===== config.mk =====
export PLATFORM = sky130hd
export DESIGN_NAME = cod_angle_acc
export DESIGN_NICKNAME = d
export VERILOG_FILES = /design/src/hw/rtl/cod_pkg.sv /design/src/hw/rtl/cod_angle_acc.sv
export SDC_FILE = /design/constraint.sdc
export NUM_CORES = 1
export LEC_CHECK = 0
export BUFFER_PORTS_ARGS = -buffer_cell sky130_fd_sc_hd__buf_2
export CORE_AREA = 2 2 107 150
export CTS_CLUSTER_DIAMETER = 40
export DETAILED_ROUTE_END_ITERATION = 16
export DIE_AREA = 0 0 109 152
export PLACE_DENSITY = 0.81
export SLEW_MARGIN = 10
export SYNTH_ARGS = -nofsm -noshare
export SYNTH_HDL_FRONTEND = slang
export SYNTH_SLANG_ARGS = --single-unit

===== constraint.sdc =====
create_clock -name clk -period 6.04 [get_ports clk]
set_input_delay 0.302 -clock clk [delete_from_list [all_inputs] [get_ports clk]]
set_output_delay 0.302 -clock clk [all_outputs]
set_load 0.02 [all_outputs]

===== src/hw/rtl/cod_pkg.sv =====
package cod_pkg;

	localparam int XY_W = 32;
	localparam int Z_W = 34;
	localparam int ATAN_N = 24;
	localparam int LIMIT_W = 15;
	localparam int FIELD_W = 16;
	localparam int PHASE_W = 32;

	localparam logic [LIMIT_W-1:0] LIMIT_RESET = 15'd16366;
	localparam logic signed [XY_W-1:0] CORDIC_GAIN = 32'sd652032874;

	// Arctangent of 2^-i in units of 2^32 per turn.
	localparam logic [PHASE_W-1:0] ATAN_PHASE [ATAN_N] = '{
		32'd536870912, 32'd316933406, 32'd167458907, 32'd85004756,
		32'd42667331, 32'd21354465, 32'd10679838, 32'd5340245,
		32'd2670163, 32'd1335087, 32'd667544, 32'd333772,
		32'd166886, 32'd83443, 32'd41722, 32'd20861,
		32'd10430, 32'd5215, 32'd2608, 32'd1304,
		32'd652, 32'd326, 32'd163, 32'd81
	};

	typedef logic signed [XY_W-1:0] cod_xy_t;
	typedef logic signed [Z_W-1:0] cod_z_t;

	typedef struct packed {
		cod_xy_t x;
		cod_xy_t y;
		cod_z_t z;
		logic flip;
	} cod_lane_t;

	typedef struct packed {
		cod_lane_t pitch;
		cod_lane_t yaw;
		logic [FIELD_W-1:0] cur_pitch;
		logic [FIELD_W-1:0] cur_yaw;
	} cod_stage_t;

	typedef struct packed {
		logic [FIELD_W-1:0] cur_yaw;
		logic [FIELD_W-1:0] cur_pitch;
		logic [FIELD_W-1:0] dir_z;
		logic [FIELD_W-1:0] dir_y;
		logic [FIELD_W-1:0] dir_x;
	} cod_result_t;

	// Phases in the left half of the circle are turned by half a turn and
	// the results negated at the end.
	function automatic cod_lane_t lane_init(input logic [PHASE_W-1:0] phase);
		cod_lane_t l;
		logic flip;
		logic [PHASE_W-1:0] p;
		flip = phase[PHASE_W-1] ^ phase[PHASE_W-2];
		p = {phase[PHASE_W-1] ^ flip, phase[PHASE_W-2:0]};
		l.x = CORDIC_GAIN;
		l.y = '0;
		l.z = Z_W'($signed(p));
		l.flip = flip;
		return l;
	endfunction

endpackage


===== src/hw/rtl/cod_angle_acc.sv =====
module cod_angle_acc #(
	parameter int ANGLE_BITS = 16
) (
	input  logic clk,
	input  logic arst_n,
	input  logic en,
	input  logic in_valid,
	input  logic signed [15:0] pitch_delta,
	input  logic signed [15:0] yaw_delta,
	input  logic limit_we,
	input  logic [cod_pkg::LIMIT_W-1:0] limit_wdata,
	output logic valid_s1,
	output cod_pkg::cod_stage_t data_s1
);

	localparam int SUM_W = (ANGLE_BITS > 16 ? ANGLE_BITS : 16) + 1;
	localparam logic signed [SUM_W-1:0] QUARTER = SUM_W'(64'd1 << (ANGLE_BITS - 2));

	logic signed [ANGLE_BITS-1:0] pitch_q;
	logic [ANGLE_BITS-1:0] yaw_q;
	logic [cod_pkg::LIMIT_W-1:0] limit_q;

	logic signed [SUM_W-1:0] lim_ext;
	logic signed [SUM_W-1:0] lim_eff;
	logic signed [SUM_W-1:0] pitch_sum;
	logic signed [SUM_W-1:0] pitch_next;
	logic [SUM_W-1:0] yaw_sum;
	logic [SUM_W-1:0] yaw_wide;
	logic signed [ANGLE_BITS-1:0] pitch_new;
	logic [ANGLE_BITS-1:0] yaw_new;
	cod_pkg::cod_stage_t stage_next;

	always_comb begin
		lim_ext = $signed(SUM_W'(limit_q));
		lim_eff = (lim_ext > QUARTER) ? QUARTER : lim_ext;
		pitch_sum = SUM_W'(pitch_q) + SUM_W'(pitch_delta);
		if (pitch_sum < -lim_eff) begin
			pitch_next = -lim_eff;
		end else if (pitch_sum > lim_eff) begin
			pitch_next = lim_eff;
		end else begin
			pitch_next = pitch_sum;
		end
		pitch_new = pitch_next[ANGLE_BITS-1:0];
		yaw_sum = SUM_W'(yaw_q) + SUM_W'(yaw_delta);
		yaw_new = yaw_sum[ANGLE_BITS-1:0];
		yaw_wide = SUM_W'(yaw_new);

		stage_next.pitch = cod_pkg::lane_init({pitch_new,
			{(cod_pkg::PHASE_W - ANGLE_BITS){1'b0}}});
		stage_next.yaw = cod_pkg::lane_init({yaw_new,
			{(cod_pkg::PHASE_W - ANGLE_BITS){1'b0}}});
		stage_next.cur_pitch = pitch_next[15:0];
		stage_next.cur_yaw = yaw_wide[15:0];
	end

	always_ff @(posedge clk or negedge arst_n) begin
		if (!arst_n) begin
			pitch_q <= '0;
			yaw_q <= '0;
			limit_q <= cod_pkg::LIMIT_RESET;
			valid_s1 <= 1'b0;
		end else begin
			if (limit_we) begin
				limit_q <= limit_wdata;
			end
			if (in_valid) begin
				pitch_q <= pitch_new;
				yaw_q <= yaw_new;
			end
			if (en) begin
				valid_s1 <= in_valid;
			end
		end
	end

	always_ff @(posedge clk) begin
		if (in_valid) begin
			data_s1 <= stage_next;
		end
	end

endmodule


==> results.yml <==
outcome:
  outcome: "finished, final reports clean"
detailed_routing:
  drt-met1-wl_um: 6570
  top_layer: "met4"
  drt_iter0_markers: 336
  met2WireLength_um: 9570
  drc: 0
  ant_nets: 0
  met3_length_um: 1180
  vias: 5851
  viasPerCell: 5.30
  routed_wirelength_um: 18600
  wire_per_inst_um: 16.8
  drt_first_pass_iters: 5
clocking:
  cts_htree_levels: 3
  ctsHoldBuffers: 0
  root_buffer: "clkbuf_16"
  cts_tree: "built"
  clk_path_buf_depth: 2
  cts-buffers-inserted: 9
  postCtsResizedCells: 0
  path_clk_slew_ns: 0.07
  cts_setup_buffers: 0
  clkSinkCount: 83
  clk_latency_ns: 0.35
sta:
  worst_pin_slew_ns: 0.950
  min_period_ns: 5.39
  finalHoldViolations: 0
  maxSlewViolCount: 0
  rsz0062_at_grt: "false"
  relSlewSlack: 0.350
  period_share: 0.893
  clock.fmax_ghz: 0.185
  setup-tns-final_ns: 0
  setup_violations: 0
  clock_skew_ns: 0.0120
die:
  io_pins: 283
  die_height_um: 152
  die_area_um2: 16600
  rows: 54
  core_area_um2: 15300
  start_util: 0.496
  die-width_um: 109
run:
  drv_cap: 0
global_routing:
  first_global_vias: 5289
  antenna_found_initial: 0
  gr-total-overflow: 0
  grt_max_degree: 49
  grt_pass1_wl_um: 27700
  grt_use_total: 0.220
worst_setup_path:
  r2r_start: "limit_q[4]"
  setup.worst_path.start: "limit_q[4]"
  worstPathArrival_ns: 5.48
  rrSetupSlack_ns: 0.65
  start_kind: "flip-flop"
  critPathMaxFanout: 19
  required_ns: 6.13
  r2r_cells: 21
  rr_endpoint: "data_s1[29]"
  endpoint_kind: "flip-flop"
  critPathKind: "flip-flop to flip-flop"
pwr:
  power.leakage_uw: 0.00374
  power.density_nw_per_um2: 685
  ir_drop_uv: 256
cells_and_area:
  mostFrequentLayoutCell: "conb_1"
  drive_gt1_frac: 0.228
  diodes: 0
  stdcell_area_um2: 7840
  syn2layout_area_growth_pct: 3.04
  nets: 1015
  layout_common_cells: "160 x conb_1, 122 x buf_2, 57 x ha_1"
placed_design:
  postPlaceCellArea_um2: 7540
  place.gp.congestion: 1.01
  dp_hpwl_um: 15100
  numPortBuffers: 122
min_path:
  hp-class: "primary input to async pin"
logic_synthesis:
  synth_cell_types: 82
  syn_avg_cell_area_um2: 9.27
  synth-warning-count: 0
  netlist_area_um2: 7610
  synth_ff_type: "dfrtp_1"
  ys_seq_area_frac: 0.298
  async_flop_share: 0.578
  synth_edf_count: 35
  synth_cells: 821
  synth-seq-cells: 83
==> routing by layer <==
layer | global-route usage | vias up
li1 | - | 2743
met1 | 0.239 | 2747
met2 | 0.396 | 300
met3 | 0.0270 | 61
met4 | 0.136 | 0
met5 | 0 | -
==> stage by stage <==
stage / setup WS [ns] / hold WS, ns / utilization / total power, uW / cells
4_1_cts: 0.685 / 0.0948 / 0.511 / 5340 / 1105
3_5_place_dp: 0.674 / 0.466 / 0.492 / 4760 / 1089
6_report: 0.648 / 0.0762 / 0.511 / 5370 / 1105
2_1_floorplan: 1.55 / 0.00641 / - / 4090 / 979
5_1_grt: 0.101 / 0.125 / 0.511 / 5760 / 1105
3_3_place_gp: 0.851 / 0.456 / 0.492 / 4710 / 1089
==> layout make-up <==
cell class,count,area (um^2)
Sequential cell,83,2270
Clock inverter,7,71.3
Fill cell,1438,7500
Timing Repair Buffer,130,671
Inverter,30,113
Tap cell,196,245
Multi-Input combinational cell,650,4250
Clock buffer,9,225
==> report_power, final <==
part           switching, uW  internal, uW
Combinational           2300          1390
Clock                    266           291
Sequential               160           964
Total                   2730          2640
==> registers in the layout, summed over array words and instances (netlist names) <==
signal and cells:
yaw_q 16, data_s1 35, pitch_q 16, limit_q 15, valid_s1 1
==> worst max-delay path: stages (launching register included) <==
cell and delay, ns:
dfrtp_1 0.44, nor4_2 0.56, nand3_1 0.20, o31ai_1 0.33, nand2_1 0.22, ha_1 0.25
o21ai_1 0.25, nor2_1 0.16, nand2_1 0.10, nor4_1 0.07, a21oi_1 0.26, inv_1 0.10
ha_1 0.30, a21o_1 0.12, nand2_1 0.05, a31oi_1 0.25, a221oi_1 0.11, o21a_1 0.15
nor2_2 0.52, buf_4 0.36, nor2_1 0.06, or3_1 0.30
==> Yosys cell counts, types with 5 or more instances <==
library cell  instances  share of area
nand3_1              17          0.011
nand2_1              40          0.020
inv_1                30          0.015
o21ai_0              21          0.014
and3_1                6         0.0049
dfstp_2              12          0.041
xor2_1                8         0.0092
edfxtp_1             35           0.14
a21o_1               11          0.011
nand2b_1              5         0.0041
a22oi_1               5         0.0049
a211oi_1              5         0.0049
o21a_1               10         0.0099
clkbuf_1              9         0.0044
ha_1                 57          0.094
and2_1                6         0.0049
a31oi_1              11         0.0090
nor2b_1              14          0.012
xnor2_1              21          0.024
o31ai_1               5         0.0049
buf_4               197           0.19
o21ai_1              17          0.011
or3_1                 7         0.0058
nor4_1                6         0.0049
mux2_2               27          0.040
dfrtp_1              36           0.12
a21oi_1              38          0.025
nor3_1               15         0.0099
nor2_1               50          0.025
mux2i_1              12          0.016
nand4_1               6         0.0049
==> worst max path at each step <==
stage / endpoint / slack [ns] / cells after the start
floorplan: data_s1[20] / 1.55 / 20
finish: data_s1[29] / 0.65 / 21
CTS: data_s1[29] / 0.69 / 21
global placement: data_s1[29] / 0.85 / 21
global route: data_s1[29] / 0.10 / 21
detailed placement: data_s1[29] / 0.67 / 21
==> cells by family (layout without fill, tap and decap cells) <==
group           after synthesis  in the layout  share of synthesized area
fa+ha+maj                    60             60                      0.100
compound gates              168            168                      0.153
buf+inv                     246            176                      0.222
simple gates                191            191                      0.131
xor+xnor                     30             30                     0.0355
other cells                   2            160                   0.000987
flops                        83             83                      0.298
mux                          41             41                     0.0597
(Power assumes the default switching activity.)
