`src/hw/rtl/cod_pkg.sv`:
```
package cod_pkg;

	localparam int XY_W = 32;
	localparam int Z_W = 34;
	localparam int ATAN_N = 24;
	localparam int LIMIT_W = 15;
	localparam int FIELD_W = 16;
	localparam int PHASE_W = 32;

	localparam logic [LIMIT_W-1:0] LIMIT_RESET = 15'd16366;
	localparam logic signed [XY_W-1:0] CORDIC_GAIN = 32'sd652032874;

	// Arctangent of 2^-i in units of 2^32 per turn.
	localparam logic [PHASE_W-1:0] ATAN_PHASE [ATAN_N] = '{
		32'd536870912, 32'd316933406, 32'd167458907, 32'd85004756,
		32'd42667331, 32'd21354465, 32'd10679838, 32'd5340245,
		32'd2670163, 32'd1335087, 32'd667544, 32'd333772,
		32'd166886, 32'd83443, 32'd41722, 32'd20861,
		32'd10430, 32'd5215, 32'd2608, 32'd1304,
		32'd652, 32'd326, 32'd163, 32'd81
	};

	typedef logic signed [XY_W-1:0] cod_xy_t;
	typedef logic signed [Z_W-1:0] cod_z_t;

	typedef struct packed {
		cod_xy_t x;
		cod_xy_t y;
		cod_z_t z;
		logic flip;
	} cod_lane_t;

	typedef struct packed {
		cod_lane_t pitch;
		cod_lane_t yaw;
		logic [FIELD_W-1:0] cur_pitch;
		logic [FIELD_W-1:0] cur_yaw;
	} cod_stage_t;

	typedef struct packed {
		logic [FIELD_W-1:0] cur_yaw;
		logic [FIELD_W-1:0] cur_pitch;
		logic [FIELD_W-1:0] dir_z;
		logic [FIELD_W-1:0] dir_y;
		logic [FIELD_W-1:0] dir_x;
	} cod_result_t;

	// Phases in the left half of the circle are turned by half a turn and
	// the results negated at the end.
	function automatic cod_lane_t lane_init(input logic [PHASE_W-1:0] phase);
		cod_lane_t l;
		logic flip;
		logic [PHASE_W-1:0] p;
		flip = phase[PHASE_W-1] ^ phase[PHASE_W-2];
		p = {phase[PHASE_W-1] ^ flip, phase[PHASE_W-2:0]};
		l.x = CORDIC_GAIN;
		l.y = '0;
		l.z = Z_W'($signed(p));
		l.flip = flip;
		return l;
	endfunction

endpackage

```
`src/hw/rtl/cod_cordic_cell.sv`:
```
module cod_cordic_cell #(
	parameter int STEP = 0
) (
	input  logic clk,
	input  logic arst_n,
	input  logic en,
	input  logic in_valid,
	input  cod_pkg::cod_stage_t in_data,
	output logic valid_s1,
	output cod_pkg::cod_stage_t data_s1
);

	localparam cod_pkg::cod_z_t ATAN_STEP =
		$signed(cod_pkg::Z_W'(cod_pkg::ATAN_PHASE[STEP]));

	function automatic cod_pkg::cod_lane_t rotate(input cod_pkg::cod_lane_t l);
		cod_pkg::cod_lane_t r;
		cod_pkg::cod_xy_t dx;
		cod_pkg::cod_xy_t dy;
		dx = l.y >>> STEP;
		dy = l.x >>> STEP;
		r.flip = l.flip;
		if (!l.z[cod_pkg::Z_W-1]) begin
			r.x = l.x - dx;
			r.y = l.y + dy;
			r.z = l.z - ATAN_STEP;
		end else begin
			r.x = l.x + dx;
			r.y = l.y - dy;
			r.z = l.z + ATAN_STEP;
		end
		return r;
	endfunction

	cod_pkg::cod_stage_t stage_next;

	always_comb begin
		stage_next = in_data;
		stage_next.pitch = rotate(in_data.pitch);
		stage_next.yaw = rotate(in_data.yaw);
	end

	always_ff @(posedge clk or negedge arst_n) begin
		if (!arst_n) begin
			valid_s1 <= 1'b0;
		end else if (en) begin
			valid_s1 <= in_valid;
		end
	end

	always_ff @(posedge clk) begin
		if (en && in_valid) begin
			data_s1 <= stage_next;
		end
	end

endmodule

```
`config.mk`:
```
export PLATFORM = sky130hd
export DESIGN_NAME = cod_cordic_cell
export DESIGN_NICKNAME = d
export VERILOG_FILES = /design/src/hw/rtl/cod_pkg.sv /design/src/hw/rtl/cod_cordic_cell.sv
export SDC_FILE = /design/constraint.sdc
export NUM_CORES = 1
export LEC_CHECK = 0
export ABC_AREA = 1
export BUFFER_PORTS_ARGS = -buffer_cell sky130_fd_sc_hd__buf_2
export CAP_MARGIN = 20
export CORE_MARGIN = 2
export CORE_UTILIZATION = 61
export CTS_CLUSTER_DIAMETER = 200
export DETAILED_ROUTE_END_ITERATION = 8
export PLACE_DENSITY = 0.88
export SYNTH_ARGS = -nofsm -noshare
export SYNTH_HDL_FRONTEND = slang
export SYNTH_SLANG_ARGS = --single-unit
```
`constraint.sdc`:
```
create_clock -name clk -period 1.5 [get_ports clk]
set_input_delay 0.15 -clock clk [delete_from_list [all_inputs] [get_ports clk]]
set_output_delay 0.15 -clock clk [all_outputs]
set_load 0.01 [all_outputs]
```
==> results of run 1 <==
-- synth_stat cells, drive strengths merged (2+ instances only) --
cell and instances:
a21o 2, nand4 42, nand2 1251, o31ai 4
edfxtp 228, fa 8, inv 667, nand3 308
buf 65, o22ai 8, and2 4, nor4 2
o21a 9, xor2 50, nor3 14, and3 2
nor2 226, a21oi 141, nand3b 12, a31oi 8
o21ai 74, ha 194, o21bai 20, clkbuf 20
-- logic make-up after synthesis --
kind of cell,synth area share (%)
xor+xnor,1.99
buf+inv,13.7
fa+ha+maj,11.7
flops,31.2
compound gates,6.53
simple gates,34.9
-- stage by stage --
step / worst slack (ns) / hold WS, ns
CTS: -0.00493 / 0.0112
detailed placement: -0.681 / -0.0643
global placement: -0.594 / -0.0751
floorplan: -2.48 / -0.146
-- routing by layer --
metal	GRT overflow	GRT usage, %
met5	3	23.8
met4	61	66.8
met3	5	45.0
met2	60	91.3
met1	2	66.0
-- timing repair --
item                                    in CTS
endpoints found under the setup margin      29
hold buffers                               101
hold endpoints to repair                    99
resized for setup                           26
pin swaps                                   15
setup buffers                                7
==> results by group, run 1 <==
Run status
  • Last flow stage reached: 5_1_grt
  • Stop Error: [ERROR GRT-0116] Global routing finished with congestion. Check the congestion regions in the DRC Viewer.
  • Run status: did not finish

Synth
  • Synthesized netlist net count: 3797
  • Number of standard cells after synthesis: 3361
  • Cell area after synthesis: approximately 0.022 mm²
  • Number of enable-type register cells in the synthesized netlist: 228
  • Count of cell types in the netlist: 41
  • Biggest area contributors in the synthesized netlist: edfxtp_1 (31%), nand2_1 (21%), inv_1 (11%)
  • Average footprint of a synthesized cell: 6.55 µm²
  • Synth warn: 0
  • Post-synthesis sequential area ratio: 31.2%
  • Area share of the leading cell type in the synthesized netlist: 31.1%
  • Top flip-flop cell by instance count after synthesis: edfxtp_1
  • Cell taking the most area after synthesis: edfxtp_1
  • Register bit count reported by yosys: between 200 and 250
  • Async set-or-reset flop fraction in the synthesized netlist: less than 1%

Placed design
  • Count of buffers from port buffering: 464
  • Post-Place Cells: around 4600
  • Final estimated routing congestion in global placement: 1.07
  • Placed Area: 0.0301 mm²
  • Detailed placer's ending HPWL: a little over 70000 µm

Global routing
  • Global-route wire length before repair: 196000 µm
  • GRT overflow: 131
  • Global Route Usage Sum: 67.5%
  • Via count of the first global-routing pass: 33000
  • Pin count of the biggest net entering global routing: between 50 and 60

Die
  • Die extent in x: between 150 and 200 µm
  • Height of the chip: 194 µm
  • Cell row count: 69
  • Ports placed on the boundary: 465
  • Effective utilization at floorplan: 61.9%

Clock tree
  • CTS H-Tree Depth: 1
  • Clock sink count: about 230
  • Cell chosen for the clock root: clkbuf_16
  • CTS buffer count: 26
  • Clock tree buffer depth: 3
==> run 2: changes to the inputs <==
--- a/config.mk
+++ b/config.mk
@@ -9,10 +9,9 @@
 export BUFFER_PORTS_ARGS = -buffer_cell sky130_fd_sc_hd__buf_2
 export CAP_MARGIN = 20
 export CORE_MARGIN = 2
-export CORE_UTILIZATION = 61
-export CTS_CLUSTER_DIAMETER = 200
+export CORE_UTILIZATION = 40
 export DETAILED_ROUTE_END_ITERATION = 8
-export PLACE_DENSITY = 0.88
+export PLACE_DENSITY_LB_ADDON = 0.15
 export SYNTH_ARGS = -nofsm -noshare
 export SYNTH_HDL_FRONTEND = slang
 export SYNTH_SLANG_ARGS = --single-unit
==> run 2 against run 1 <==
  * The flow now finishes without violations
  * Synthesized cell count stayed put
  * Area after synthesis stayed put
==> results by group, run 2 <==
Final layout
  • Commonest non-fill, non-tap cell in the layout: nand2_1
  • Final core occ: about three fifths
  • Largest register FFs: approximately 230
  • Highest-count cells in the layout ignoring fill and taps: nand2_1 (1113), inv_1 (562), buf_2 (457), buf_4 (435), nand3_1 (281)
  • Register containing the most flip-flops in the final layout: data_s1
  • Layout overhead on the synthesized area: 48.9%
  • Layout filler cell count: about 5200
  • Final design area excluding fillers: 0.0328 mm²
  • Total Nets Final: around 4800
  • Fraction of final layout cells with drive strength greater than 1: about a third
  • Number of inserted diodes: 0
  • Registers with the most flip-flops: data_s1 (228), valid_s1 (1)

Worst setup path
  • Startpoint class of the critical path: flip-flop
  • Worst reg-to-reg path cell count: 3
  • CP Data Required Time: about 1.4 ns
  • Setup slack of the worst register-to-register path: 0.35 ns
  • CP max-delay cell: edfxtp_1
  • Delay of the slowest critical-path stage: 0.51 ns
  • Cell-by-cell trace of the critical path: buf_2
  • Worst r2r src: valid_s1
  • Worst Path Class, Setup: reg2out
  • CP delay by family, top: flip-flops
  • Maximum fanout count along the critical path: 1
  • CP endpoint kind: output port
  • Critical path data arrival time: 1.30 ns
  • Number of buffers and inverters on the critical path: 1
  • Capturing point of the worst reg2reg path: valid_s1

Global routing
  • GRT overflow: 0
  • Via count of the first global-routing pass: 23300
  • Global-route wire length before repair: 127000 µm
  • Global Route Usage Sum: 28.7%
  • Pin count of the biggest net entering global routing: just under 60
  • Initial antenna violation count: 0

Synth
  • Async set-or-reset flop fraction in the synthesized netlist: 0.437%
  • Average footprint of a synthesized cell: approximately 6.6 µm²
  • Area fraction in and, or, nand and nor cells after synthesis: between 30% and 40%
  • Area share of the leading cell type in the synthesized netlist: 31.1%
  • Compound-gate portion of the synthesized area: 6.53%
  • Commonest cells in the synthesized netlist: nand2_1 (1238), inv_1 (665), nand3_1 (307)
  • Count of cell types in the netlist: 41
  • Top-count cell post-synth: nand2_1
  • Post-synthesis xor/xnor area fraction: 1.99%
  • Number of enable-type register cells in the synthesized netlist: between 200 and 250
  • Cell area after synthesis: roughly 0.022 mm²
  • Synthesized-area fraction occupied by adder cells: 11.7%
  • Cell taking the most area after synthesis: edfxtp_1
  • Number of standard cells after synthesis: 3361
  • Post-synthesis sequential area ratio: between 30% and 40%
  • Largest family of logic cells by synthesized area: simple AND/OR/NAND/NOR gates
  • Post-synthesis mux area share: 0%
  • Synthesized netlist net count: 3797
  • Biggest area contributors in the synthesized netlist: edfxtp_1 (31%), nand2_1 (21%), inv_1 (11%)
  • Register bit count reported by yosys: about 230
  • Synth warn: 0
  • Top flip-flop cell by instance count after synthesis: edfxtp_1

STA
  • Worst-margin pin slew: 0.532 ns
  • Final count of hold timing violations: 0
  • Final number of max-transition violations: 0
  • Setup repair after global routing missed its margin: true
  • Setup TNS Final: 0 ns
  • Worst clock skew on the final layout: 0 ns
  • Final-report setup violation count: 0
  • Peak Freq: 689 MHz
  • Relative max-transition margin: 64.1%
  • Part of the cycle the worst path needs: approximately 97%
  • Final Critical Period: 1.45 ns

Power
  • Pwr Density: 779 mW/mm²
  • Worst IR drop on VDD: 969 µV
  • Leakage: 17.1 nW

Routing
  • Detail Route Antenna Nets: 0
  • DRC violation total after the first TritonRoute iteration: 1435
  • Final wirelength: about 84000 µm
  • Average wire length per cell after detail routing: 16.6 µm
  • Post-detailed-route DRC marker count: 0
  • Router iterations before antenna repair: 6
  • Total via count after detailed routing: 24200
  • Detail-routed via count per cell: 4.81

Min path
  • Worst hold path startpoint: in_data[198]
  • Endpoint of the worst hold-timing path: data_s1[198]
  • Min-Delay Path Class: in2reg
  • WHS Path Cells: 3

Placed design
  • Placed Area: about 0.03 mm²
  • Detailed placer's ending HPWL: 69100 µm
  • Final estimated routing congestion in global placement: 0.969
  • Count of buffers from port buffering: 464

Clock tree
  • Clock tree buffer depth: 3
  • Clock sink count: 229
  • CTS buffer count: 28
  • Clock transition at path regs: 0.06 ns
  • Clock latency of the later-clocked register in the worst-skew pair: 0.58 ns
  • CTS H-Tree Depth: 1
  • Clock tree from TritonCTS: yes
  • Cell chosen for the clock root: clkbuf_16

Die
  • Die extent in x: ~240 µm
  • Die footprint: ~0.057 mm²
  • Effective utilization at floorplan: between 40% and 50%
  • Core Box Area: 0.0548 mm²
  • Ports placed on the boundary: 465
  • Cell row count: 86
  • Height of the chip: 239 µm

Flow run
  • Max_cap viols: 0

Run status
  • Run status: finished clean
## run 2: per-layer routing
| metal | vias up | track usage, % | share of wire [%] |
|---|---|---|---|
| met4 | 0 | 11.1 | 4.5 |
| met2 | 716 | 51.2 | 49 |
| met1 | 10900 | 35.8 | 42 |
| met5 | - | 0 | 0 |
| met3 | 173 | 2.69 | 4.9 |
| li1 | 12400 | - | - |
## run 2: cells by family (layout without fill, tap and decap cells)
| family | Yosys count | in the layout |
|---|---|---|
| buffers and inverters | 753 | 1730 |
| XOR/XNOR | 50 | 50 |
| flip-flops | 229 | 229 |
| adder cells (fa/ha/maj) | 202 | 202 |
| AO/OA/AOI/OAI | 266 | 266 |
| AND/OR/NAND/NOR | 1861 | 1861 |
## run 2: where the power goes
group | switching [mW] | internal, mW
clock | 2.96 | 4.04
combinational | 6.17 | 4.38
sequential | 0.214 | 7.79
## run 2: area by class of cell
class                      count  area (µm²)  area share, %
tap                          704         881           2.69
timing repair buffer        1011        6870           20.9
multi-input combinational   2379       14500           44.3
clock inverter                19         193          0.587
sequential                   229        6870           20.9
inverter                     668        2710           8.26
clock buffer                  32         737           2.25
## run 2: worst max path at each step
stage / start / to / cells past startpoint
2_1_floorplan: en / data_s1[0] / 2
3_3_place_gp: in_data[172] / data_s1[176] / 10
3_5_place_dp: in_data[99] / data_s1[121] / 13
4_1_cts: data_s1[208] / data_s1[208] / 1
5_1_grt: in_data[71] / data_s1[114] / 15
6_report: data_s1[204] / data_s1[204] / 1
## run 2: stage by stage
stage                     instances  hold WS [ns]  total power, mW  setup slack (ns)
after global routing           5042        0.0158             27.0           -0.0694
final                          5042        0.0176             25.6            0.0478
after global placement         4884       -0.0668             18.1            -0.652
after floorplan                3361        -0.146             14.2             -2.48
after CTS                      5037       0.00901             25.5            0.0106
after detailed placement       4884       -0.0716             18.2            -0.664
## run 2: timing repair
item                                    CTS  global route
endpoints found under the hold margin   100             0
pin swaps                                 0            23
hold buffers                            102             0
endpoints found under the setup margin    9            75
buffers inserted                          0             5
resized for setup                         4           105
(Power assumes the default switching activity.)
==> run 3: changes to the inputs <==
--- a/config.mk
+++ b/config.mk
@@ -8,10 +8,13 @@
 export ABC_AREA = 1
 export BUFFER_PORTS_ARGS = -buffer_cell sky130_fd_sc_hd__buf_2
 export CAP_MARGIN = 20
+export CELL_PAD_IN_SITES_DETAIL_PLACEMENT = 0
+export CELL_PAD_IN_SITES_GLOBAL_PLACEMENT = 1
 export CORE_MARGIN = 2
 export CORE_UTILIZATION = 40
 export DETAILED_ROUTE_END_ITERATION = 8
 export PLACE_DENSITY_LB_ADDON = 0.15
+export RECOVER_POWER = 25
 export SYNTH_ARGS = -nofsm -noshare
 export SYNTH_HDL_FRONTEND = slang
 export SYNTH_SLANG_ARGS = --single-unit
==> run 3 against run 2 <==
  * Total power increased by 2.9%
  * Routed wire length increased by 11%
  * Via count increased by 4.4%
  * Critical path type is now in2reg
==> results by group, run 3 (synthesis results as in run 2) <==
Worst setup path
  • Startpoint class of the critical path: input port
  • Critical path data arrival time: about 1.8 ns
  • Maximum fanout count along the critical path: 8
  • CP Data Required Time: 1.85 ns
  • Setup slack of the worst register-to-register path: 0.29 ns
  • CP endpoint kind: flip-flop
  • Worst Path Class, Setup: in2reg

Routing
  • Total via count after detailed routing: 25300
  • Final wirelength: between 90000 and 100000 µm
  • Router iterations before antenna repair: 6
  • Detail-routed via count per cell: 4.98
  • Detail Route Antenna Nets: 0
  • DRC violation total after the first TritonRoute iteration: roughly 1900
  • Average wire length per cell after detail routing: 18.2 µm
  • Post-detailed-route DRC marker count: 0

Final layout
  • Largest register FFs: 228
  • Register containing the most flip-flops in the final layout: data_s1
  • Post-route non-filler standard cell count: 5084
  • Fraction of final layout cells with drive strength greater than 1: 35.0%
  • Layout overhead on the synthesized area: 51.9%
  • Final core occ: between 60% and 70%
  • Area used by sequential logic in the layout: ~0.007 mm²
  • Total Nets Final: about 4800
  • Final design area excluding fillers: about 0.033 mm²
  • Registers with the most flip-flops: data_s1 (228), valid_s1 (1)
  • Highest-count cells in the layout ignoring fill and taps: nand2_1 (1105), inv_1 (559), buf_4 (464), buf_2 (429), nand3_1 (272)
  • Total area of multi-input combinational cells: 0.0148 mm²
  • Layout filler cell count: 4953
  • Commonest non-fill, non-tap cell in the layout: nand2_1

Global routing
  • Pin count of the biggest net entering global routing: 59
  • Global-route wire length before repair: 137000 µm
  • Global Route Usage Sum: 31.1%
  • GRT overflow: 0
  • Initial antenna violation count: 5
  • Via count of the first global-routing pass: roughly 24000

Die
  • Ports placed on the boundary: around 470
  • Cell row count: 86
  • Die footprint: 0.0570 mm²
  • Die extent in x: 239 µm
  • Height of the chip: 239 µm
  • Core Box Area: ~0.055 mm²
  • Effective utilization at floorplan: 40.2%

Power
  • Power Total: ~26 mW
  • Worst IR drop on VDD: 836 µV
  • Pwr Density: 786 mW/mm²
  • Leakage: between 15 and 20 nW

Clock tree
  • Clock sink count: 229
  • Cell chosen for the clock root: clkbuf_16
  • Clock tree buffer depth: 3
  • CTS buffer count: 27
  • Clock tree from TritonCTS: yes
  • Clock transition at path regs: 0.07 ns
  • CTS H-Tree Depth: 1
  • Clock latency of the later-clocked register in the worst-skew pair: about 0.6 ns

STA
  • Setup repair after global routing missed its margin: true
  • Final Critical Period: 1.47 ns
  • Relative max-transition margin: 69.9%
  • Peak Freq: 681 MHz
  • Fin Hold WS: 0.0449 ns
  • Final number of max-transition violations: 0
  • Worst clock skew on the final layout: 0 ns
  • Setup TNS Final: 0 ns
  • Part of the cycle the worst path needs: 97.8%
  • Worst-margin pin slew: 0.446 ns
  • Final count of hold timing violations: 0
  • Setup ws final: 0.0326 ns
  • Final-report setup violation count: 0

Placed design
  • Post-Place Cells: around 4900
  • Detailed placer's ending HPWL: 75400 µm
  • Final estimated routing congestion in global placement: 0.972
  • Count of buffers from port buffering: about 460
  • Placement-stage worst setup slack: -0.744 ns
  • Placed Area: just over 0.03 mm²

Run status
  • Run status: finished clean

Flow run
  • Max_cap viols: 0

Min path
  • Min-Delay Path Class: in2reg
-- run 3: cell count changes in the layout (fill, tap and decap cells not counted), moves of 9 or more --
cell and change:
buf_2 -28, clkbuf_1 +23, nand2_4 +12, buf_4 +29, nand3_4 +9, nand3_1 -9
-- run 3: final timing paths --
| check | from | end | depth (start not counted) |
|---|---|---|---|
| min reg2reg | valid_s1 | valid_s1 | 3 |
| min | in_data[64] | data_s1[64] | 3 |
| max | in_data[73] | data_s1[114] | 13 |
| max in group asynchronous | arst_n | valid_s1 | 3 |
| max reg2reg | valid_s1 | valid_s1 | 3 |
| min in group asynchronous | arst_n | valid_s1 | 3 |
-- run 3: worst max-delay path, stage by stage --
cell and delay, ns:
buf_2 0.15, inv_8 0.04, ha_4 0.37, inv_4 0.05, a21oi_2 0.13, nand2_1 0.09
inv_1 0.08, nand2_1 0.11, nand2_1 0.13, nand2_4 0.10, xor2_2 0.20, o21ai_0 0.10
buf_4 0.15
-- run 3: what timing repair did --
action	in CTS	in global routing
hold buffers	102	2
buffers inserted	0	18
endpoints found under the hold margin	100	2
pin swaps	1	62
gates cloned	0	0
setup endpoints to repair	20	77
gates resized for setup	12	181
-- run 3: per-layer routing --
| metal | share of wire, % | track usage, % |
|---|---|---|
| met5 | 0 | 0 |
| met4 | 3.3 | 9.85 |
| met3 | 7.8 | 5.28 |
| met2 | 47 | 52.4 |
| met1 | 42 | 40.6 |
-- run 3: layout make-up --
class,count,area share (%)
Clock inverter,19,0.699
Clock buffer,30,2.05
Antenna cell,5,0.0374
Sequential cell,229,20.5
Multi-Input combinational cell,2379,44.3
Timing Repair Buffer,1050,21.7
Inverter,668,8.09
Tap cell,704,2.63
-- run 3: power breakdown --
part | internal [mW] | switching (mW)
Sequential | 7.79 | 0.198
Combinational | 4.60 | 6.64
Clock | 4.03 | 3.06
